===== src/hdl/grid_dda_ray_caster_macros.svh =====
// Assertion macros for the ray caster.
`ifndef GRID_DDA_RAY_CASTER_MACROS_SVH
`define GRID_DDA_RAY_CASTER_MACROS_SVH
`ifndef SYNTHESIS
`define GDRC_ASSERT(label, clk, rst_n, prop) \
  label: assert property (@(posedge clk) disable iff (!rst_n) prop) else $error("assert failed");
`define GDRC_ASSERT_NR(label, clk, prop) \
  label: assert property (@(posedge clk) prop) else $error("assert failed");
`else
`define GDRC_ASSERT(label, clk, rst_n, prop)
`define GDRC_ASSERT_NR(label, clk, prop)
`endif
`endif


===== src/hdl/gdrc_pkg.sv =====
`default_nettype none
package gdrc_pkg;
  localparam int MapSize = 16;
  localparam int MapW = $clog2(MapSize);
  localparam int CellCnt = MapSize * MapSize;
  localparam int CellW = $clog2(CellCnt);
  localparam int ScreenWidth = 640;
  localparam int ScreenHeight = 480;
  localparam int OneQ12 = 4096;
  localparam logic [19:0] MaxDist = 20'hFFFFF;

  // ScreenWidth == 5 << ScreenWidthShift; RecipFive == ceil(2**RecipShift / 5)
  localparam int ScreenWidthShift = 7;
  localparam logic [19:0] RecipFive = 20'd838861;
  localparam int RecipShift = 22;

  localparam logic [2:0] RegPosX = 3'd0;
  localparam logic [2:0] RegPosY = 3'd1;
  localparam logic [2:0] RegDirX = 3'd2;
  localparam logic [2:0] RegDirY = 3'd3;
  localparam logic [2:0] RegPlaneX = 3'd4;
  localparam logic [2:0] RegPlaneY = 3'd5;

  typedef struct packed {
    logic        mode;
    logic [3:0]  cell_row;
    logic [3:0]  cell_col;
    logic        cell_wall;
    logic [9:0]  column;
  } in_item_t;

  typedef struct packed {
    logic [9:0]         out_column;
    logic               wall_side;
    logic [3:0]         hit_row;
    logic [3:0]         hit_col;
    logic [19:0]        perp_dist;
    logic signed [15:0] line_top;
    logic signed [15:0] line_bottom;
    logic               escaped;
  } out_item_t;

  typedef struct packed {
    logic [2:0]  index;
    logic [15:0] data;
  } cfg_item_t;

  typedef enum logic [3:0] {
    StIdle, StRayMul, StRayAdd, StInit, StCmp, StStep, StRead, StTest,
    StDist, StDivA, StDivB, StDone
  } state_e;

  typedef struct packed {
    logic        start;
    logic [39:0] num;
    logic [20:0] den;
  } div_req_t;

  function automatic logic start_wall(input int r, input int c);
    logic [9:0] rows [10];
    rows[0] = 10'b1111111111; rows[1] = 10'b1000010011;
    rows[2] = 10'b1010000001; rows[3] = 10'b1000000001;
    rows[4] = 10'b1000000001; rows[5] = 10'b1100000011;
    rows[6] = 10'b1000000001; rows[7] = 10'b1000000001;
    rows[8] = 10'b1100010011; rows[9] = 10'b1111111111;
    if (r < 10 && c < 10) return rows[r][c];
    return 1'b0;
  endfunction
endpackage
`default_nettype wire


===== src/hdl/gdrc_div.sv =====
`default_nettype none
module gdrc_div (
  input  wire logic              clk_i,
  input  wire logic              rst_ni,
  input  wire gdrc_pkg::div_req_t req_i,
  output logic                   busy_o,
  output logic [39:0]            quot_o
);
  import gdrc_pkg::*;
  logic [39:0] q_q, q_d;
  logic [20:0] r_q, r_d, den_q, den_d;
  logic [5:0]  cnt_q, cnt_d;
  logic [21:0] trial;

  always_comb begin
    q_d = q_q;
    r_d = r_q;
    den_d = den_q;
    cnt_d = cnt_q;
    trial = {r_q, q_q[39]} - {1'b0, den_q};
    if (req_i.start) begin
      q_d = req_i.num;
      r_d = '0;
      den_d = req_i.den;
      cnt_d = 6'd40;
    end else if (cnt_q != 6'd0) begin
      cnt_d = cnt_q - 6'd1;
      if (!trial[21]) begin
        r_d = trial[20:0];
        q_d = {q_q[38:0], 1'b1};
      end else begin
        r_d = {r_q[19:0], q_q[39]};
        q_d = {q_q[38:0], 1'b0};
      end
    end
  end

  always_ff @(posedge clk_i or negedge rst_ni) begin
    if (!rst_ni) begin
      cnt_q <= '0;
    end else begin
      cnt_q <= cnt_d;
    end
  end

  always_ff @(posedge clk_i) begin
    q_q <= q_d;
    r_q <= r_d;
    den_q <= den_d;
  end

  assign busy_o = (cnt_q != 6'd0);
  assign quot_o = q_q;
endmodule
`default_nettype wire


===== config.mk =====
export PLATFORM = sky130hd
export DESIGN_NAME = gdrc_div
export DESIGN_NICKNAME = d
export VERILOG_FILES = /design/src/hdl/grid_dda_ray_caster_macros.svh /design/src/hdl/gdrc_pkg.sv /design/src/hdl/gdrc_div.sv
export SDC_FILE = /design/constraint.sdc
export NUM_CORES = 1
export LEC_CHECK = 0
export CORE_UTILIZATION = 55
export DETAILED_ROUTE_END_ITERATION = 10
export DONT_BUFFER_PORTS = 1
export HOLD_SLACK_MARGIN = 0.08
export MAX_ROUTING_LAYER = met4
export PLACE_DENSITY = 0.73
export SLEW_MARGIN = 20
export SYNTH_ARGS = -nofsm -noshare
export SYNTH_HDL_FRONTEND = slang
export SYNTH_SLANG_ARGS = --single-unit

===== constraint.sdc =====
create_clock -name clk_i -period 2.4 [get_ports clk_i]
set_clock_uncertainty 0.15 [all_clocks]
set_input_delay 0.24 -clock clk_i [delete_from_list [all_inputs] [get_ports clk_i]]
set_output_delay 0.24 -clock clk_i [all_outputs]
set_load 0.05 [all_outputs]

==> flow_summary_export.csv <==
group,metric,value,unit
floorplan,ios,105,
synthesis,synth_cells,422,
worst_setup_path,r2r_slack,-0.63,ns
cts,clock-sinks,88,
cells_and_area,nets,683,
route,detail_route.wl_per_cell,25.3,um
timing,rsz0062_at_grt,"yes",
route,vias,4725,
global_route,grt_antenna_before_repair,0,
cts,clock-root-buffer,"clkbuf_8",
global_route,grt_pass1_vias,4696,
cells_and_area,diodes,0,
job,max_cap_violations,0,
placement,hpwlAfterDp,7.31,mm
worst_setup_path,arrival,3.16,ns
timing,slew_violations,0,
route,wirelength,17.9,mm
power_and_ir_drop,seqPwrFrac,51.5,%
power_and_ir_drop,peakVddDrop,0.458,mV
worst_setup_path,start_kind,"register",
cts,cts_buffers,9,
timing,setup_tns,-11.56,ns
worst_setup_path,r2r_cells,11,
worst_setup_path,path_cells,"ha_4 > a21oi_4 > o21ai_2 > a21o_2 > o41ai_4 > a21oi_4 > buf_6 > xnor2_4 > buf_6 > nand2_2 > a311oi_2",
hold_path,hold_path_class,"in2reg",
synthesis,ys_seq_elements,88,
synthesis,avgSynthCellArea,11.2,sq um
cts,clkTransAtPathRegs,0.11,ns
timing,fin_crit,3.03,ns
synthesis,synth-seq-area-share,50.8,%
route,via_per_inst,6.69,
floorplan,die-area,8970,sq um
power_and_ir_drop,power.internal,2.68,mW
hold_path,whs_path_depth,2,
synthesis,yosysTopAreaCellShare,38.7,%
floorplan,die_h,94.7,um
timing,timing.final.ws_setup,-0.632,ns
worst_setup_path,path_max_fanout,5,
cts,cts_max_level,3,
synthesis,synth_edf_count,61,
cells_and_area,nFillCells,346,
synthesis,syn_area,4730,sq um
synthesis,synth-async-reset-ratio,6.82,%
timing,max_freq,0.330,GHz
worst_setup_path,rr_startpoint,"r_q[9]",
status,outcome,"finished, violations left",
power_and_ir_drop,pwr-share-clk,25.9,%
timing,setup_viol,22,
status,failed_checks,"negative setup slack",
route,ant_nets,0,
cells_and_area,syn_to_final_growth,49.4,%
hold_path,hold-path-endpoint,"r_q[3]",
cells_and_area,drive_above_1_share,37.3,%
timing,maxSlewHeadroom,15.0,%
route,first_pass_iters,11,
cts,insertion_delay,0.38,ns
worst_setup_path,worstSetupEndpointType,"register",
floorplan,initial_utilization,57.3,%
placement,place_congestion,0.941,
global_route,grtUsageTotal,37.9,%
power_and_ir_drop,power_density,591,nW/um^2
synthesis,ys.flop_type,"edfxtp_1",
floorplan,die_w,94.7,um
worst_setup_path,worstPathRequired,2.53,ns
timing,period_share,126,%
worst_setup_path,crit_start,"r_q[9]",
worst_setup_path,worstReg2RegEnd,"r_q[17]",
route,drt_iter0_drc,555,
worst_setup_path,worstSetupPathType,"reg2reg",
hold_path,hp-start,"req_i[61]",
cts,cts_tree,"yes",
route,route.detailed.drc,0,
worst_setup_path,cpPeakStageDelay,0.46,ns
synthesis,ys_types,64,
synthesis,synth.top_cells.by_area,"edfxtp_1 (39%), mux2_2 (9.3%), dfxtp_1 (8.9%)",
global_route,grt_pass1_wl,24.1,mm
synthesis,synth_area_leader_cell,"edfxtp_1",
floorplan,core.rowCount,33,
synthesis,yosysWarnings,0,
timing,tightest_slew,1.27,ns
power_and_ir_drop,swShare,35.8,%
timing,hold_violations,0,
power_and_ir_drop,p_switching,1.50,mW
placement,post-place-ws,-0.326,ns
cts,cts.path.max_buffers,2,
power_and_ir_drop,comb_power_share,22.6,%
floorplan,core,8260,sq um
synthesis,synth_nets,509,
global_route,grt_start_max_net_pins,60,
cells_and_area,fin_util,85.6,%
worst_setup_path,cp_slowest_cell,"dfxtp_1",
power_and_ir_drop,p_leak,2.86,nW
placement,port_buffers,0,
global_route,grt_overflow,0,
-- power by group through the flow --
stage / Clock, mW / Sequential (mW) / Combinational, mW
3_5_place_dp: 0 / 2.15 / 0.554
5_1_grt: 1.14 / 2.16 / 0.985
2_1_floorplan: 0 / 2.13 / 0.401
4_1_cts: 1.07 / 2.13 / 0.802
3_3_place_gp: 0 / 2.15 / 0.535
6_report: 1.08 / 2.15 / 0.946
-- Yosys cell counts (4+ instances only) --
cell type and count:
edfxtp_1 61, mux2_2 39, nand2_1 33, nor2_1 31, inv_1 28, ha_1 22, dfxtp_1 21, a21oi_1 19
o21ai_0 17, nand3_1 14, xnor2_1 11, a311oi_1 9, clkbuf_1 9, nand2b_1 8, dfrtp_1 6, or3_1 6
a211oi_1 5, a21o_1 4, nand3b_1 4, nor2b_1 4, nor3_1 4, o21a_1 4
-- final cells by class --
type                       instances  area, sq um  area share [%]
clock buffer                       9          124            1.75
timing repair buffer             181         1670            23.6
multi-input combinational        288         2550            36.0
tap                              105          131            1.86
clock inverter                     7         86.3            1.22
sequential                        88         2400            34.0
inverter                          28          109            1.54
-- cell usage in the layout (no fill, tap or decap), types with 3 or more instances in the layout --
| cell type | synthesis | layout |
|---|---|---|
| buf_4 | 2 | 77 |
| dfxtp_1 | 21 | 21 |
| nand2b_1 | 8 | 7 |
| a311oi_2 | 1 | 7 |
| a21oi_4 | 1 | 4 |
| clkbuf_8 | 0 | 9 |
| clkinv_8 | 0 | 3 |
| nor3_1 | 4 | 3 |
| a311oi_1 | 9 | 3 |
| inv_1 | 28 | 20 |
| a21o_1 | 4 | 3 |
| inv_2 | 0 | 7 |
| nand3_2 | 0 | 5 |
| nand3b_1 | 4 | 4 |
| o21ai_1 | 2 | 3 |
| nor2b_1 | 4 | 3 |
| xor2_1 | 3 | 3 |
| a211oi_1 | 5 | 5 |
| dfrtp_1 | 6 | 6 |
| nand3_1 | 14 | 8 |
| dlygate4sd3_1 | 0 | 90 |
| nor2_1 | 31 | 30 |
| or3_1 | 6 | 6 |
| a21oi_1 | 19 | 15 |
| xnor2_1 | 11 | 11 |
| edfxtp_1 | 61 | 61 |
| o21ai_2 | 0 | 7 |
| nand2_1 | 33 | 24 |
| ha_4 | 0 | 7 |
| buf_6 | 1 | 9 |
| ha_1 | 22 | 14 |
| o211ai_1 | 3 | 3 |
| nand2_2 | 0 | 8 |
| o21ai_0 | 17 | 9 |
| mux2_2 | 39 | 39 |
| o21a_1 | 4 | 3 |
-- cells by family after synthesis --
family	share of synthesized area, %
DFF	50.8
adders and majority gates	6.24
buffers and inverters	4.05
muxes	9.71
AOI/OAI and AO/OA	13.1
and+or+nand+nor	12.6
xor gates and xnor gates	3.52
-- flip-flops by register name, summed over array words and instances (netlist names) --
signal and flops:
cnt_q 6, r_q 21, quot_o 40, den_q 21
-- per-stage QoR --
step                      instances  power, mW  area [sq um]  hold slack, ns
after global routing            706       4.28          7070           0.113
after CTS                       702       3.99          6910          0.0854
after floorplan                 422       2.53          4810          -0.206
after detailed placement        573       2.71          5340          -0.205
after global placement          573       2.68          5340          -0.205
final                           706       4.18          7070          0.0996
-- repair_timing --
action / in CTS / in global routing
gates cloned: 4 / 0
resized for setup: 44 / 39
endpoints found under the hold margin: 110 / 0
setup buffers: 18 / 7
pin swaps: 22 / 22
setup endpoints to repair: 22 / 24
hold buffers: 91 / 0
-- worst max-delay path by stage --
stage              end  slack [ns]  cells after the start
6_report       r_q[17]       -0.63                     11
5_1_grt         r_q[6]       -0.69                     13
4_1_cts         r_q[5]       -0.29                     12
3_5_place_dp   r_q[12]       -0.33                     11
3_3_place_gp   r_q[17]       -0.28                     11
2_1_floorplan  r_q[18]       -0.38                     11
-- routing by layer --
metal / routed length (um) / track usage [%] / vias to the layer above / share of wire [%]
met5: 0 / - / - / 0
met4: 1220 / 19.4 / 0 / 6.8
li1: - / - / 1914 / -
met3: 1900 / 8.70 / 142 / 11
met2: 8940 / 64.5 / 416 / 50
met1: 5820 / 41.3 / 2253 / 33
-- worst max-delay path, delay by kind of cell (launching register included) --
kind                     cells  cell delay (ns)
AO/OA/AOI/OAI                6             1.35
XOR/XNOR                     1             0.28
adder cells (fa/ha/maj)      1             0.27
buffers and inverters        2             0.32
flip-flops                   1             0.46
AND/OR/NAND/NOR              1             0.09
Power figures use the tool's default switching activity.
